`src/hw/rtl/form_field_extract_url_decode_defines.svh`:
```
// Assertion macros shared by the form field extractor RTL.
`ifndef FORM_FIELD_EXTRACT_URL_DECODE_DEFINES_SVH
`define FORM_FIELD_EXTRACT_URL_DECODE_DEFINES_SVH

// Same-cycle implication, checked on clk with reset masked
`define FFUD_ASSERT_IMPL(label, ante, cons, msg) \
    label: assert property (@(posedge clk) disable iff (!rst_n) (ante) |-> (cons)) \
        else $error(msg);

// Next-cycle implication, checked on clk with reset masked
`define FFUD_ASSERT_NEXT(label, ante, cons, msg) \
    label: assert property (@(posedge clk) disable iff (!rst_n) (ante) |=> (cons)) \
        else $error(msg);

`endif

```
`src/hw/rtl/ffud_pkg.sv`:
```
// Types, character codes and helpers for the form field extractor.
`default_nettype none

package ffud_pkg;

    // Characters of the form encoding
    localparam logic [7:0] CH_PLUS  = 8'h2B;
    localparam logic [7:0] CH_PCT   = 8'h25;
    localparam logic [7:0] CH_SPACE = 8'h20;
    localparam logic [7:0] CH_EQ    = 8'h3D;
    localparam logic [7:0] CH_AMP   = 8'h26;

    // Register indexes (byte address bits [4:3])
    localparam logic [1:0] REG_KEY_BYTES = 2'd0;
    localparam logic [1:0] REG_KEY_LEN   = 2'd1;
    localparam logic [1:0] REG_MAX_LEN   = 2'd2;

    // Result queue
    localparam int QDEPTH  = 8;
    localparam int QCNT_W  = 4;
    localparam int QIDX_W  = 3;
    localparam int LEN_W   = 11;

    typedef struct packed {
        logic             kind;
        logic [7:0]       value_byte;
        logic             found;
        logic [LEN_W-1:0] value_length;
        logic             final_res;
    } res_t;

    function automatic logic is_hex(input logic [7:0] c);
        logic r;
        r = ((c >= 8'h30) && (c <= 8'h39)) ||
            ((c >= 8'h61) && (c <= 8'h66)) ||
            ((c >= 8'h41) && (c <= 8'h46));
        return r;
    endfunction

    function automatic logic [3:0] nibble(input logic [7:0] c);
        logic [7:0] t;
        if (c <= 8'h39)
        begin
            t = c - 8'h30;
        end
        else
        begin
            t = (c | 8'h20) - 8'h61 + 8'd10;
        end
        return t[3:0];
    endfunction

endpackage

`default_nettype wire

```
`src/hw/rtl/form_field_extract_url_decode.sv`:
```
// Form field extractor: finds one named field in a form body and percent-decodes its value.
`default_nettype none

// Takes one body byte per cycle when not stalled and scans key=value pairs separated by '&'.
// The first pair whose key matches key_bytes/key_length has its value decoded
// ('+' to space, '%HH' to one byte, a broken escape copied verbatim) and sent
// out byte by byte up to max_value_length, followed by one completion item
// carrying found and the delivered length; the rest of that body is dropped.
// Each input item is handled in its cycle of acceptance and gives zero to four
// result items, which go into an eight-entry result queue drained at one item
// per cycle while out_stall is low. An input item is taken in every cycle while
// the queue holds four or fewer results, so the input runs at one item per cycle
// whenever the output keeps up, and the output port sets the rate when an item
// expands to several results (an escape flushed at the value end gives up to four).
// With the output never stalled and the queue empty, the first result of an item
// is offered and leaves in the cycle after its acceptance; further results follow
// at one per cycle, behind any earlier results still waiting in the queue.

`include "form_field_extract_url_decode_defines.svh"

module form_field_extract_url_decode
    import ffud_pkg::*;
#(
    parameter int MAX_KEY_BYTES   = 8,
    parameter int MAX_VALUE_BYTES = 1024
)
(
    input  wire logic              clk,
    input  wire logic              rst_n,
    // configuration port
    input  wire logic              psel,
    input  wire logic              penable,
    input  wire logic              pwrite,
    input  wire logic [4:0]        paddr,
    input  wire logic [63:0]       pwdata,
    output logic      [63:0]       prdata,
    output logic                   pready,
    // input items
    input  wire logic              in_valid,
    output logic                   in_stall,
    input  wire logic [7:0]        body_byte,
    input  wire logic              body_end,
    // result items
    output logic                   out_valid,
    input  wire logic              out_stall,
    output logic                   kind,
    output logic      [7:0]        value_byte,
    output logic                   found,
    output logic      [LEN_W-1:0]  value_length,
    output logic                   final_res
);

    typedef enum logic [1:0] {
        PH_KEY,
        PH_MATCH,
        PH_SKIP,
        PH_DONE
    } phase_t;

    localparam logic [3:0]  MAXK = 4'(MAX_KEY_BYTES);
    localparam logic [16:0] MAXV = 17'(MAX_VALUE_BYTES);

    // configuration registers
    logic [63:0]      key_bytes_reg;
    logic [3:0]       key_len_reg;
    logic [LEN_W-1:0] max_len_reg;

    // scan state
    phase_t           ph_reg, ph_next;
    logic             ksm_reg, ksm_next;
    logic [3:0]       kp_reg, kp_next;
    logic [1:0]       pc_reg, pc_next;
    logic [7:0]       phc_reg, phc_next;
    logic [LEN_W-1:0] dc_reg, dc_next;

    // result queue
    res_t             q_reg [QDEPTH];
    res_t             q_next [QDEPTH];
    res_t             q_shift [QDEPTH];
    logic [QCNT_W-1:0] cnt_reg, cnt_next;

    logic             acc;
    logic             pop;
    logic             cfg_wr;
    logic [1:0]       cfg_idx;

    // per-item decode
    logic [7:0]       em [3];
    logic [1:0]       ne;
    logic             rep;
    logic             rep_hit;
    logic             do_plain;
    logic             hit;
    logic [16:0]      cap;
    logic [2:0]       ok;
    logic [2:0]       n_out;
    logic [2:0]       nres;
    res_t             res [4];
    logic [QCNT_W-1:0] base;
    logic [QCNT_W-1:0] off;

    assign acc    = in_valid && !in_stall;
    assign pop    = out_valid && !out_stall;
    assign cfg_wr = psel && penable && pwrite && pready;
    assign cfg_idx = paddr[4:3];

    // handshake and read-back
    assign pready    = 1'b1;
    assign in_stall  = cnt_reg > QCNT_W'(QDEPTH - 4);
    assign out_valid = cnt_reg != '0;

    always_comb
    begin
        case (cfg_idx)
            REG_KEY_BYTES: prdata = key_bytes_reg;
            REG_KEY_LEN:   prdata = {60'd0, key_len_reg};
            REG_MAX_LEN:   prdata = {53'd0, max_len_reg};
            default:       prdata = '0;
        endcase
    end

    assign kind         = q_reg[0].kind;
    assign value_byte   = q_reg[0].value_byte;
    assign found        = q_reg[0].found;
    assign value_length = q_reg[0].value_length;
    assign final_res    = q_reg[0].final_res;

    // effective output cap
    assign cap = ({6'd0, max_len_reg} > MAXV) ? MAXV : {6'd0, max_len_reg};

    // scan and decode of one body byte
    always_comb
    begin
        ph_next  = ph_reg;
        ksm_next = ksm_reg;
        kp_next  = kp_reg;
        pc_next  = pc_reg;
        phc_next = phc_reg;
        em       = '{default: '0};
        ne       = '0;
        rep      = 1'b0;
        rep_hit  = 1'b0;
        do_plain = 1'b0;
        hit      = ksm_reg && (key_len_reg <= MAXK) && (kp_reg == key_len_reg);

        case (ph_reg)
            PH_KEY:
            begin
                rep = body_end;
                if (body_byte == CH_EQ)
                begin
                    ph_next = hit ? PH_MATCH : PH_SKIP;
                    rep_hit = hit;
                end
                else if (body_byte == CH_AMP)
                begin
                    ksm_next = 1'b1;
                    kp_next  = '0;
                end
                else
                begin
                    if ((kp_reg >= key_len_reg) || (kp_reg >= MAXK) ||
                        (key_bytes_reg[{kp_reg[2:0], 3'b000} +: 8] != body_byte))
                    begin
                        ksm_next = 1'b0;
                    end
                    if (kp_reg <= MAXK)
                    begin
                        kp_next = kp_reg + 4'd1;
                    end
                end
            end
            PH_SKIP:
            begin
                rep = body_end;
                if (body_byte == CH_AMP)
                begin
                    ph_next  = PH_KEY;
                    ksm_next = 1'b1;
                    kp_next  = '0;
                end
            end
            PH_MATCH:
            begin
                if (body_byte != CH_AMP)
                begin
                    // escape state in front of this byte
                    case (pc_reg)
                        2'd0:
                        begin
                            do_plain = 1'b1;
                        end
                        2'd1:
                        begin
                            if (is_hex(body_byte))
                            begin
                                pc_next  = 2'd2;
                                phc_next = body_byte;
                            end
                            else
                            begin
                                pc_next  = 2'd0;
                                em[ne]   = CH_PCT;
                                ne       = ne + 2'd1;
                                do_plain = 1'b1;
                            end
                        end
                        2'd2:
                        begin
                            pc_next = 2'd0;
                            if (is_hex(body_byte))
                            begin
                                em[ne] = {nibble(phc_reg), nibble(body_byte)};
                                ne     = ne + 2'd1;
                            end
                            else
                            begin
                                em[ne]   = CH_PCT;
                                ne       = ne + 2'd1;
                                em[ne]   = phc_reg;
                                ne       = ne + 2'd1;
                                do_plain = 1'b1;
                            end
                            phc_next = '0;
                        end
                        default:
                        begin
                            pc_next = 2'd0;
                        end
                    endcase
                    if (do_plain)
                    begin
                        if (body_byte == CH_PLUS)
                        begin
                            em[ne] = CH_SPACE;
                            ne     = ne + 2'd1;
                        end
                        else if (body_byte == CH_PCT)
                        begin
                            pc_next = 2'd1;
                        end
                        else
                        begin
                            em[ne] = body_byte;
                            ne     = ne + 2'd1;
                        end
                    end
                end
                // value end: flush a broken escape and report
                if ((body_byte == CH_AMP) || body_end)
                begin
                    if (pc_next != 2'd0)
                    begin
                        em[ne] = CH_PCT;
                        ne     = ne + 2'd1;
                    end
                    if (pc_next == 2'd2)
                    begin
                        em[ne] = phc_next;
                        ne     = ne + 2'd1;
                    end
                    pc_next  = 2'd0;
                    phc_next = '0;
                    rep      = 1'b1;
                    rep_hit  = 1'b1;
                    ph_next  = PH_DONE;
                end
            end
            PH_DONE:
            begin
            end
            default:
            begin
            end
        endcase

        // start of the next body
        if (body_end)
        begin
            ph_next  = PH_KEY;
            ksm_next = 1'b1;
            kp_next  = '0;
            pc_next  = 2'd0;
            phc_next = '0;
        end
    end

    // bytes that fit under the cap
    always_comb
    begin
        for (int k = 0; k < 3; k++)
        begin
            ok[k] = (({6'd0, dc_reg} + 17'(k)) < cap) && (ne > 2'(k));
        end
        n_out = 3'(ok[0]) + 3'(ok[1]) + 3'(ok[2]);
        nres  = n_out + 3'(rep);
        dc_next = body_end ? '0 : (dc_reg + LEN_W'(n_out));
    end

    // result list of this item: decoded bytes, then the report
    always_comb
    begin
        for (int k = 0; k < 4; k++)
        begin
            if (3'(k) < n_out)
            begin
                res[k].kind         = 1'b0;
                res[k].value_byte   = em[k[1:0] == 2'd3 ? 2'd0 : k[1:0]];
                res[k].found        = 1'b0;
                res[k].value_length = '0;
                res[k].final_res    = 1'b0;
            end
            else
            begin
                res[k].kind         = 1'b1;
                res[k].value_byte   = '0;
                res[k].found        = rep_hit;
                res[k].value_length = rep_hit ? (dc_reg + LEN_W'(n_out)) : '0;
                res[k].final_res    = 1'b1;
            end
        end
    end

    // result queue: shift out at the head, append behind the survivors
    always_comb
    begin
        for (int i = 0; i < QDEPTH - 1; i++)
        begin
            q_shift[i] = q_reg[i + 1];
        end
        q_shift[QDEPTH-1] = q_reg[QDEPTH-1];

        base = cnt_reg - QCNT_W'(pop);
        for (int i = 0; i < QDEPTH; i++)
        begin
            off = QCNT_W'(i) - base;
            if (QCNT_W'(i) < base)
            begin
                q_next[i] = pop ? q_shift[i] : q_reg[i];
            end
            else if (acc && (off < QCNT_W'(nres)))
            begin
                q_next[i] = res[off[1:0]];
            end
            else
            begin
                q_next[i] = q_reg[i];
            end
        end
        cnt_next = base + (acc ? QCNT_W'(nres) : '0);
    end

    // control state and configuration
    always_ff @(posedge clk or negedge rst_n)
    begin
        if (!rst_n)
        begin
            key_bytes_reg <= '0;
            key_len_reg   <= 4'd8;
            max_len_reg   <= LEN_W'(1024);
            ph_reg        <= PH_KEY;
            ksm_reg       <= 1'b1;
            kp_reg        <= '0;
            pc_reg        <= 2'd0;
            phc_reg       <= '0;
            dc_reg        <= '0;
            cnt_reg       <= '0;
        end
        else
        begin
            if (cfg_wr)
            begin
                case (cfg_idx)
                    REG_KEY_BYTES: key_bytes_reg <= pwdata;
                    REG_KEY_LEN:   key_len_reg   <= pwdata[3:0];
                    REG_MAX_LEN:   max_len_reg   <= pwdata[LEN_W-1:0];
                    default:       ;
                endcase
            end
            if (acc)
            begin
                ph_reg  <= ph_next;
                ksm_reg <= ksm_next;
                kp_reg  <= kp_next;
                pc_reg  <= pc_next;
                phc_reg <= phc_next;
                dc_reg  <= dc_next;
            end
            cnt_reg <= cnt_next;
        end
    end

    // queue payload
    always_ff @(posedge clk)
    begin
        for (int i = 0; i < QDEPTH; i++)
        begin
            q_reg[i] <= q_next[i];
        end
    end

    // checks
    `FFUD_ASSERT_IMPL(a_queue_bound, 1'b1, cnt_reg <= QCNT_W'(QDEPTH), "result queue overrun")
    `FFUD_ASSERT_IMPL(a_report, out_valid && kind, final_res && value_byte == '0, "bad report")
    `FFUD_ASSERT_IMPL(a_notfound_len, out_valid && kind && !found, value_length == '0, "bad miss")
    `FFUD_ASSERT_IMPL(a_escape_phase, pc_reg != 2'd0, ph_reg == PH_MATCH, "stray escape")
    `FFUD_ASSERT_NEXT(a_stall_full, in_stall, cnt_reg <= QCNT_W'(QDEPTH), "queue overfilled")

endmodule

`default_nettype wire

```
`config.mk`:
```
export PLATFORM = sky130hd
export DESIGN_NAME = form_field_extract_url_decode
export DESIGN_NICKNAME = d
export VERILOG_FILES = /design/src/hw/rtl/ffud_pkg.sv /design/src/hw/rtl/form_field_extract_url_decode.sv
export VERILOG_INCLUDE_DIRS = /design/src /design/src/hw/rtl
export SDC_FILE = /design/constraint.sdc
export NUM_CORES = 1
export LEC_CHECK = 0
export BUFFER_PORTS_ARGS = -buffer_cell sky130_fd_sc_hd__buf_2
export CAP_MARGIN = 25
export CORE_AREA = 2 2 174 176
export DETAILED_ROUTE_END_ITERATION = 6
export DIE_AREA = 0 0 176 178
export MAX_ROUTING_LAYER = met4
export PLACE_DENSITY = 0.83
export SYNTH_ARGS = -nofsm -noshare
export SYNTH_HDL_FRONTEND = slang
export SYNTH_SLANG_ARGS = --single-unit
export TNS_END_PERCENT = 50
```
`constraint.sdc`:
```
create_clock -name clk -period 10.1 [get_ports clk]
set_input_delay 1.515 -clock clk [delete_from_list [all_inputs] [get_ports clk]]
set_output_delay 1.515 -clock clk [all_outputs]
set_load 0.01 [all_outputs]
```
==> results of run 1 <==
-- cell families (layout without fill, tap and decap cells) --
group | count (synthesis) | in the layout
DFF | 279 | 279
other | 1 | 1
buffers and inverters | 187 | 313
adders and majority gates | 97 | 97
muxes | 131 | 131
AOI/OAI and AO/OA | 410 | 410
xor gates and xnor gates | 51 | 51
and+or+nand+nor | 548 | 548
-- through the flow --
step | hold slack [ps] | total power [mW] | area (um^2) | setup slack [ps]
finish | 521.3 | 5.511 | 19460 | 1522
detailed placement | 503.0 | 4.360 | 18380 | 1027
global placement | 496.9 | 4.214 | 18380 | 1177
floorplan | 481.6 | 3.751 | 17380 | 828.2
global route | 536.5 | 5.872 | 19460 | 1085
CTS | 520.6 | 5.455 | 19340 | 1576
-- final cells by class --
cell class,count,area [um^2]
Clock buffer,34,754.5
Clock inverter,20,197.7
Fill cell,2221,9946
Inverter,58,217.7
Multi-Input combinational cell,1238,8816
Sequential cell,279,7826
Tap cell,390,488.0
Timing Repair Buffer,201,1156
-- worst max-delay path, stage by stage --
cell and delay, ps:
sky130_fd_sc_hd__buf_2 220, sky130_fd_sc_hd__inv_1 180, sky130_fd_sc_hd__ha_1 240, sky130_fd_sc_hd__nor3b_1 150
sky130_fd_sc_hd__o32a_1 430, sky130_fd_sc_hd__nor3_2 570, sky130_fd_sc_hd__nor2_1 160, sky130_fd_sc_hd__a21oi_1 300
sky130_fd_sc_hd__inv_1 130, sky130_fd_sc_hd__xnor2_1 140, sky130_fd_sc_hd__nor2_1 300, sky130_fd_sc_hd__inv_1 120
sky130_fd_sc_hd__ha_1 330, sky130_fd_sc_hd__mux2_2 290, sky130_fd_sc_hd__inv_1 90, sky130_fd_sc_hd__ha_1 230
sky130_fd_sc_hd__o31ai_1 240, sky130_fd_sc_hd__a31oi_1 170, sky130_fd_sc_hd__a221oi_1 390, sky130_fd_sc_hd__fa_1 590
sky130_fd_sc_hd__ha_1 270, sky130_fd_sc_hd__ha_1 300, sky130_fd_sc_hd__inv_1 170, sky130_fd_sc_hd__ha_1 270
sky130_fd_sc_hd__a21o_1 200, sky130_fd_sc_hd__a21oi_1 170, sky130_fd_sc_hd__nand4_1 130, sky130_fd_sc_hd__o21ai_2 450
-- path summary, 6_finish.rpt --
check / to / slack (ps) / depth (start not counted)
hold / removal: ksm_reg / 520 / 2
max in group asynchronous: key_len_reg[3] / 8260 / 3
setup / recovery: q_reg[0][12] / 1520 / 28
hold reg to reg: ksm_reg / 520 / 2
setup reg to reg: q_reg[0][12] / 2710 / 23
min in group asynchronous: phc_reg[3] / 900 / 1
-- cells in the final DEF, fill, tap and decap left out, types with 7 or more instances in the layout --
| master | count |
|---|---|
| sky130_fd_sc_hd__a211oi_1 | 20 |
| sky130_fd_sc_hd__a21o_1 | 19 |
| sky130_fd_sc_hd__a21oi_1 | 56 |
| sky130_fd_sc_hd__a221oi_1 | 12 |
| sky130_fd_sc_hd__a22oi_1 | 9 |
| sky130_fd_sc_hd__a31oi_1 | 25 |
| sky130_fd_sc_hd__a32oi_1 | 8 |
| sky130_fd_sc_hd__and2_1 | 57 |
| sky130_fd_sc_hd__and3_1 | 13 |
| sky130_fd_sc_hd__buf_2 | 168 |
| sky130_fd_sc_hd__buf_4 | 26 |
| sky130_fd_sc_hd__clkbuf_16 | 29 |
| sky130_fd_sc_hd__clkinv_2 | 7 |
| sky130_fd_sc_hd__dfrtp_1 | 108 |
| sky130_fd_sc_hd__edfxtp_1 | 168 |
| sky130_fd_sc_hd__ha_1 | 92 |
| sky130_fd_sc_hd__inv_1 | 58 |
| sky130_fd_sc_hd__mux2_2 | 92 |
| sky130_fd_sc_hd__mux2i_1 | 23 |
| sky130_fd_sc_hd__mux4_2 | 16 |
| sky130_fd_sc_hd__nand2_1 | 193 |
| sky130_fd_sc_hd__nand2b_1 | 12 |
| sky130_fd_sc_hd__nand3_1 | 29 |
| sky130_fd_sc_hd__nand4_1 | 15 |
| sky130_fd_sc_hd__nor2_1 | 118 |
| sky130_fd_sc_hd__nor2b_1 | 12 |
| sky130_fd_sc_hd__nor3_1 | 40 |
| sky130_fd_sc_hd__nor4_1 | 9 |
| sky130_fd_sc_hd__o211ai_1 | 9 |
| sky130_fd_sc_hd__o21ai_0 | 92 |
| sky130_fd_sc_hd__o221ai_1 | 15 |
| sky130_fd_sc_hd__o22ai_1 | 11 |
| sky130_fd_sc_hd__o31ai_1 | 60 |
| sky130_fd_sc_hd__or3_1 | 12 |
| sky130_fd_sc_hd__xnor2_1 | 32 |
| sky130_fd_sc_hd__xor2_1 | 19 |
-- cells in the mapped netlist, drive strengths merged, types with 15 or more instances --
master / number / area [um^2]
mux2i: 23 / 230.2
and2: 58 / 362.8
inv: 58 / 217.7
dfrtp: 108 / 2703
clkbuf: 99 / 372.9
a211oi: 21 / 170.2
xor2: 19 / 166.4
nor2: 120 / 457.9
mux2: 92 / 1036
nor3: 45 / 246.5
nand3: 29 / 145.1
a31oi: 25 / 156.4
o221ai: 15 / 131.4
o21ai: 100 / 500.5
nand2: 193 / 724.4
mux4: 16 / 360.4
xnor2: 32 / 280.3
nand4: 15 / 93.84
ha: 92 / 1151
buf: 30 / 212.7
a21o: 19 / 142.6
o31ai: 61 / 462.9
a21oi: 60 / 304.0
edfxtp: 168 / 5045
-- power by group --
part	internal [mW]	switching (mW)	total, mW
combinational	0.878	1.47	2.35
sequential	1.89	0.195	2.08
clock	0.614	0.465	1.08
total	3.38	2.13	5.51
-- routing by layer --
metal | GRT usage, % | vias to the layer above
met5 | - | -
met4 | 9.194 | 0
met3 | 4.987 | 88
met2 | 52.58 | 673
met1 | 39.24 | 6798
li1 | - | 6506
==> impl_metrics.ini, run 1 <==
[grt]
grt_pass1_wl_um = 75290
first_global_vias = 14040
grt_util_all_layers_pct = 31.21
globalRouteOverflowTotal = 0
grt_antenna_before_repair = 0
grt_start_max_net_pins = 77

[routing]
route.layer.met1.wl_um = 19020
dr_wl_met2_um = 22810
dr_wl_met3_um = 3871
drt-pass1-iter-count = 6
vias = 14070
viasPerCell = 6.336
drt-wirelength-per-cell_um = 21.17
top_layer = met4
detail_route.wirelength_um = 46990
drc_violation_total_after_the_first_tritonroute_iteration = 1289
drc = 0
antenna_left = 0

[logic_synthesis]
synth_top_family_by_area = compound AO/OA/AOI/OAI gates
synthMuxAreaShare_pct = 9.357
synth-seq-cells = 279
syn_area_um2 = 17380
post_synthesis_sequential_area_ratio_pct = 45.02
yosysWarnings = 0
post_synth_and_or_nand_nor_area_fraction_pct = 15.24
cell_count_after_synthesis = 1704
syn_avg_cell_area_um2 = 10.20
parity_gate_share_of_the_synthesized_area_counting_xor_and_xnor_cells_pct = 2.569
synthAdderAreaFrac_pct = 7.082
synthesis.nets = 1884
synth.lib_cells_used.distinct = 86
synthArstFlopShare_pct = 39.78
synth_compound_area_share_pct = 16.09
edff_count_synth = 168
ys.flop_type = sky130_fd_sc_hd__edfxtp_1

[clock_network]
worst_skew_pair.late_latency_ps = 580
clock_tree_from_tritoncts = built
clockRootBuffer = sky130_fd_sc_hd__clkbuf_16
postCtsSetupBuffers = 0
cts.clk_slew.worst_paths_ps = 70
number_of_levels_in_the_clock_h_tree = 1
numCtsBuffers = 29
cts_hold_buf = 0
post_cts_resize_count = 0
cts.sinks = 279
clock_tree.buffer_depth = 3

[power_and_ir_drop]
power.density_cell_area_nw_per_um2 = 283.2
ir_worst_vdd_uv = 214.0
static-leakage-power_nw = 7.895

[placement]
hpwlAfterDp_um = 34770
gp_routability_congestion = 0.9670
number_of_placed_cells_counting_well_taps = 2159
io_buffer_count = 169

[worst_setup_path]
setup.worst_path.class = primary input to flop
worstReg2RegStart = pc_reg[0]
critical_path_required_ps = 10290
crit_path_start_kind = primary input
critical_path_arrival_ps = 8760
critical_path_peak_fanout = 21
worst_setup_path_end_kind = flop
critPathLaunch = body_byte[0]

[status]
status = finished clean

[cells_and_area]
area_delta_synth_final_pct = 11.92
antenna_fix_cells = 0
layout.nets = 1987
largest_register_ff_count = 168
final_core_util_pct = 66.17
proportion_of_layout_cells_with_a_drive_suffix_above_1_pct = 21.42
final_cells = 2220

[floorplan]
placeableCoreArea_um2 = 29400
io_pins = 174
die_area_um2 = 31330
initial_core_util_pct = 59.13
dieWidth_um = 176
fp.dieH_um = 178
placementRows = 63

[sta]
worst-slew-pin-transition_ps = 1083
slew_viol_final = 0
final-hold-violation-count = 0
post-route-min-period_ps = 8578
grt_setup_unrepaired = false
fin_worst_skew_ps = 19.14
worst_slew_margin_rel_pct = 27.75
min_period_over_period_pct = 84.93
setup_viol = 0
maxClockFrequency_mhz = 116.6
fin_tns_setup_ps = 0

[hold_path]
hold_path.startpoint = ksm_reg
worst_min_delay_path_category = flop to flop

[flow_run]
drv.max_cap_violation_count = 0
No activity file was read; power rests on OpenSTA's default activity.
==> run 2, diff against run 1 <==
==> constraint.sdc (replaced) <==
create_clock -name clk -period 8.25 [get_ports clk]
set_input_delay 1.2375 -clock clk [delete_from_list [all_inputs] [get_ports clk]]
set_output_delay 1.2375 -clock clk [all_outputs]
set_load 0.01 [all_outputs]
==> impl_metrics.ini, run 2 (synthesis gave the netlist of run 1 again) <==
[placement]
preCtsSetupSlack_ps = -41.84
io_buffer_count = 169
hpwlAfterDp_um = 35400
gp_routability_congestion = 0.9769

[cells_and_area]
layout_commonest_cell = sky130_fd_sc_hd__nand2_1
largest_register_ff_count = 168
layout.nets = 2015
area_delta_synth_final_pct = 13.43
antenna_fix_cells = 0
proportion_of_layout_cells_with_a_drive_suffix_above_1_pct = 22.39
final_cell_mix = sky130_fd_sc_hd__nand2_1, sky130_fd_sc_hd__buf_2, sky130_fd_sc_hd__edfxtp_1, sky130_fd_sc_hd__nor2_1, sky130_fd_sc_hd__dfrtp_1

[grt]
globalRouteOverflowTotal = 0
grt_util_all_layers_pct = 31.04
grt_pass1_wl_um = 75260
first_global_vias = 14060
grt_antenna_before_repair = 0
grt_start_max_net_pins = 80

[flow_run]
drv.max_cap_violation_count = 0

[sta]
final-hold-violation-count = 0
layout_setup_ws_ps = 406.0
fin_worst_skew_ps = 21.62
post-route-min-period_ps = 7844
slew_viol_final = 0
min_period_over_period_pct = 95.08
grt_setup_unrepaired = false
setup_viol = 0
worst-slew-pin-transition_ps = 1092
worst_hold_slack_after_final_layout_ps = 517.7
worst_slew_margin_rel_pct = 27.18
maxClockFrequency_mhz = 127.5

[worst_setup_path]
cp_num_buf_inv = 5
worst_setup_path_end_kind = flop
critical_path_arrival_ps = 8210
critPathLaunch = body_byte[0]
worstReg2RegStart = pc_reg[0]
critical_path_required_ps = 8620
crit_path_start_kind = primary input
setup.worst_path.class = primary input to flop
critPathMaxStageDelay_ps = 930
critical_path_peak_fanout = 9
worst_path_top_cell_family_by_delay = compound AO/OA/AOI/OAI gates
cp_slowest_cell = sky130_fd_sc_hd__o32ai_1
path_depth = 26
worstRegToRegCells = 23

[clock_network]
number_of_levels_in_the_clock_h_tree = 1
numCtsBuffers = 30
cts.sinks = 279
post_cts_resize_count = 0
worst_skew_pair.late_latency_ps = 570
cts.clk_slew.worst_paths_ps = 60
clock_tree_from_tritoncts = built
postCtsSetupBuffers = 0
clock_tree.buffer_depth = 3
clockRootBuffer = sky130_fd_sc_hd__clkbuf_16
cts_hold_buf = 0

[hold_path]
hold_path.startpoint = q_reg[0][69]
worst_min_delay_path_category = flop to flop
whs_path_depth = 2

[status]
status = finished clean

[floorplan]
die_area_um2 = 31330
placementRows = 63
io_pins = 174
initial_core_util_pct = 59.13
dieWidth_um = 176
placeableCoreArea_um2 = 29400
fp.dieH_um = 178

[power_and_ir_drop]
ir_worst_vdd_uv = 353.8
static-leakage-power_nw = 8.033
power.density_cell_area_nw_per_um2 = 345.4

[routing]
antenna_left = 0
vias = 14340
drc_violation_total_after_the_first_tritonroute_iteration = 1430
drt-wirelength-per-cell_um = 21.09
viasPerCell = 6.380
drc = 0
drt-pass1-iter-count = 6
detail_route.wirelength_um = 47400
==> run 2: metal layers <==
metal | part of all wire [%] | vias up | routed length, um | global-route usage (%)
met3 | 8.6 | 97 | 4063 | 4.774
met1 | 41 | 6937 | 19390 | 39.84
met2 | 48 | 730 | 22680 | 51.62
li1 | - | 6578 | - | -
met4 | 2.7 | 0 | 1272 | 8.781
met5 | 0 | - | 0 | -
==> run 2: stage by stage <==
stage / area [um^2] / utilization [%] / TNS [ps] / power [mW] / std cells
2_1_floorplan: 17390 / - / -8920 / 4.596 / 1704
3_3_place_gp: 18720 / 63.66 / 0 / 5.243 / 2190
3_5_place_dp: 18720 / 63.66 / -1486 / 5.438 / 2190
4_1_cts: 19680 / 66.93 / 0 / 6.778 / 2245
5_1_grt: 19720 / 67.07 / 0 / 7.233 / 2248
6_report: 19720 / 67.07 / 0 / 6.811 / 2248
==> run 2: cell type report <==
class	count	area (um^2)
clock buffer	37	777.0
fill	2227	9683
multi-input combinational	1238	8816
clock inverter	18	185.2
inverter	58	217.7
tap	390	488.0
timing repair buffer	228	1409
sequential	279	7826
==> run 2: report_power, final <==
| group | total (mW) | switching, mW | internal [mW] |
|---|---|---|---|
| clock | 1.33 | 0.564 | 0.764 |
| sequential | 2.54 | 0.235 | 2.31 |
| combinational | 2.94 | 1.82 | 1.12 |
| total | 6.81 | 2.62 | 4.19 |
==> run 2: tightest hold or removal path, cell delays in order, from the launching register on <==
cell and delay (ps):
sky130_fd_sc_hd__edfxtp_1 320, sky130_fd_sc_hd__nand2_1 50, sky130_fd_sc_hd__o31ai_1 50
==> run 2: worst paths after layout <==
path | to | slack, ps
min in group asynchronous | key_bytes_reg[44] | 610
hold / removal | q_reg[0][47] | 520
max in group asynchronous | max_len_reg[10] | 6680
hold reg to reg | q_reg[0][47] | 520
setup reg to reg | q_reg[0][60] | 1090
setup / recovery | q_reg[0][60] | 410
==> run 3, diff against run 2 <==
==> constraint.sdc (replaced) <==
create_clock -name clk -period 8 [get_ports clk]
set_input_delay 1.2 -clock clk [delete_from_list [all_inputs] [get_ports clk]]
set_output_delay 1.2 -clock clk [all_outputs]
set_load 0.01 [all_outputs]
==> impl_metrics.ini, run 3 (synthesis gave the netlist of run 1 again) <==
[hold_path]
hold_path.startpoint = q_reg[1][71]
endpoint_of_the_worst_hold_path = q_reg[1][49]
worst_min_delay_path_category = flop to flop
whs_path_depth = 2

[cells_and_area]
area_delta_synth_final_pct = 13.25
layout.nets = 2020
largest_register_ff_count = 168
final_core_util_pct = 66.96
proportion_of_layout_cells_with_a_drive_suffix_above_1_pct = 22.50
final_cells = 2252
final_cell_mix = sky130_fd_sc_hd__nand2_1, sky130_fd_sc_hd__buf_2, sky130_fd_sc_hd__edfxtp_1, sky130_fd_sc_hd__nor2_1, sky130_fd_sc_hd__dfrtp_1
layout_commonest_cell = sky130_fd_sc_hd__nand2_1
antenna_fix_cells = 0

[clock_network]
worst_skew_pair.late_latency_ps = 580
post_cts_resize_count = 0
cts.clk_slew.worst_paths_ps = 60
numCtsBuffers = 29
cts.sinks = 279
clock_tree_from_tritoncts = built
clock_tree.buffer_depth = 3
cts_hold_buf = 0
number_of_levels_in_the_clock_h_tree = 1
clockRootBuffer = sky130_fd_sc_hd__clkbuf_16
postCtsSetupBuffers = 0

[worst_setup_path]
timing.rr.end = q_reg[1][56]
worst-r2r-setup-slack_ps = 1100
crit_path_start_kind = primary input
worst_setup_path_end_kind = flop
worstRegToRegCells = 24
worstReg2RegStart = pc_reg[1]
setup.worst_path.class = primary input to flop
critical_path_arrival_ps = 7800
critical_path_required_ps = 8270
critical_path_peak_fanout = 21

[routing]
detail_route.wirelength_um = 47130
viasPerCell = 6.323
drt-wirelength-per-cell_um = 20.93
drc_violation_total_after_the_first_tritonroute_iteration = 1482
drc = 0
vias = 14240
drt-pass1-iter-count = 6
antenna_left = 0

[sta]
slew_viol_final = 0
worst_slew_margin_rel_pct = 26.04
final-hold-violation-count = 0
fin_worst_skew_ps = 18.39
maxClockFrequency_mhz = 132.9
min_period_over_period_pct = 94.08
grt_setup_unrepaired = false
setup_viol = 0
layout_setup_ws_ps = 473.5
worst-slew-pin-transition_ps = 1109
post-route-min-period_ps = 7527

[grt]
grt_start_max_net_pins = 79
globalRouteOverflowTotal = 0
grt_pass1_wl_um = 75200
grt_antenna_before_repair = 0
grt_util_all_layers_pct = 31.17
first_global_vias = 14010

[placement]
number_of_placed_cells_counting_well_taps = 2195
io_buffer_count = 169
preCtsSetupSlack_ps = 5.174
gp_routability_congestion = 0.9865
hpwlAfterDp_um = 35210

[floorplan]
dieWidth_um = 176
placeableCoreArea_um2 = 29400
fp.dieH_um = 178
die_area_um2 = 31330
placementRows = 63
io_pins = 174
initial_core_util_pct = 59.13

[flow_run]
drv.max_cap_violation_count = 0

[status]
status = finished clean

[power_and_ir_drop]
power.density_cell_area_nw_per_um2 = 351.0
static-leakage-power_nw = 8.027
ir_worst_vdd_uv = 254.0
fin_total_pwr_mw = 6.911
## run 3: area by class of cell
class	instances	area (um^2)
inverters	58	217.7
clock inverters	13	106.4
repair buffers	234	1460
multi-input cells	1238	8822
well taps	390	488.0
clock buffers	40	767.0
flip-flops and latches	279	7826
fillers	2182	9714
## run 3: worst max-delay path by stage
stage | start | end | slack [ps]
2_1_floorplan | body_byte[1] | q_reg[1][44] | -130
3_3_place_gp | body_byte[0] | q_reg[0][74] | 260
3_5_place_dp | body_byte[0] | q_reg[1][54] | 5
4_1_cts | body_byte[0] | q_reg[1][56] | 580
5_1_grt | body_byte[0] | q_reg[0][80] | 150
6_report | body_byte[0] | q_reg[1][56] | 470
## run 3: per-stage QoR
step	hold slack, ps	setup TNS (ps)	cell area, um^2
5_1_grt	520.8	0	19690
3_3_place_gp	492.4	0	18760
3_5_place_dp	497.9	0	18760
4_1_cts	512.0	0	19630
6_report	518.6	0	19690
2_1_floorplan	481.6	-7873	17420
## run 3: worst max-delay path, cell delays in order
cell,delay (ps)
sky130_fd_sc_hd__buf_2,160
sky130_fd_sc_hd__ha_1,290
sky130_fd_sc_hd__nor3b_1,290
sky130_fd_sc_hd__o32a_1,280
sky130_fd_sc_hd__o31ai_2,90
sky130_fd_sc_hd__a211oi_1,730
sky130_fd_sc_hd__mux2i_1,210
sky130_fd_sc_hd__nor2_1,210
sky130_fd_sc_hd__inv_1,90
sky130_fd_sc_hd__ha_1,290
sky130_fd_sc_hd__mux2_2,280
sky130_fd_sc_hd__inv_1,80
sky130_fd_sc_hd__ha_1,230
sky130_fd_sc_hd__o31ai_1,260
sky130_fd_sc_hd__a31oi_1,180
sky130_fd_sc_hd__a221oi_1,430
sky130_fd_sc_hd__fa_1,570
sky130_fd_sc_hd__ha_1,250
sky130_fd_sc_hd__ha_1,300
sky130_fd_sc_hd__inv_1,210
sky130_fd_sc_hd__ha_1,280
sky130_fd_sc_hd__a21o_1,180
sky130_fd_sc_hd__a21oi_1,210
sky130_fd_sc_hd__nand4_1,140
sky130_fd_sc_hd__o21ai_2,150
sky130_fd_sc_hd__buf_12,190
## run 3: report_power, final
part / switching (mW) / total, mW / internal (mW)
clock: 0.565 / 1.27 / 0.705
combinational: 1.86 / 3.02 / 1.15
sequential: 0.242 / 2.62 / 2.38
total: 2.67 / 6.91 / 4.24
## run 3: layer usage
| metal | GRT usage, % | vias to the layer above | part of all wire, % | wire length [um] |
|---|---|---|---|---|
| met3 | 4.668 | 119 | 8.2 | 3874 |
| met2 | 51.72 | 694 | 48 | 22560 |
| met4 | 10.92 | 0 | 3.6 | 1695 |
| met5 | - | - | 0 | 0 |
| li1 | - | 6563 | - | - |
| met1 | 39.36 | 6863 | 40 | 19000 |
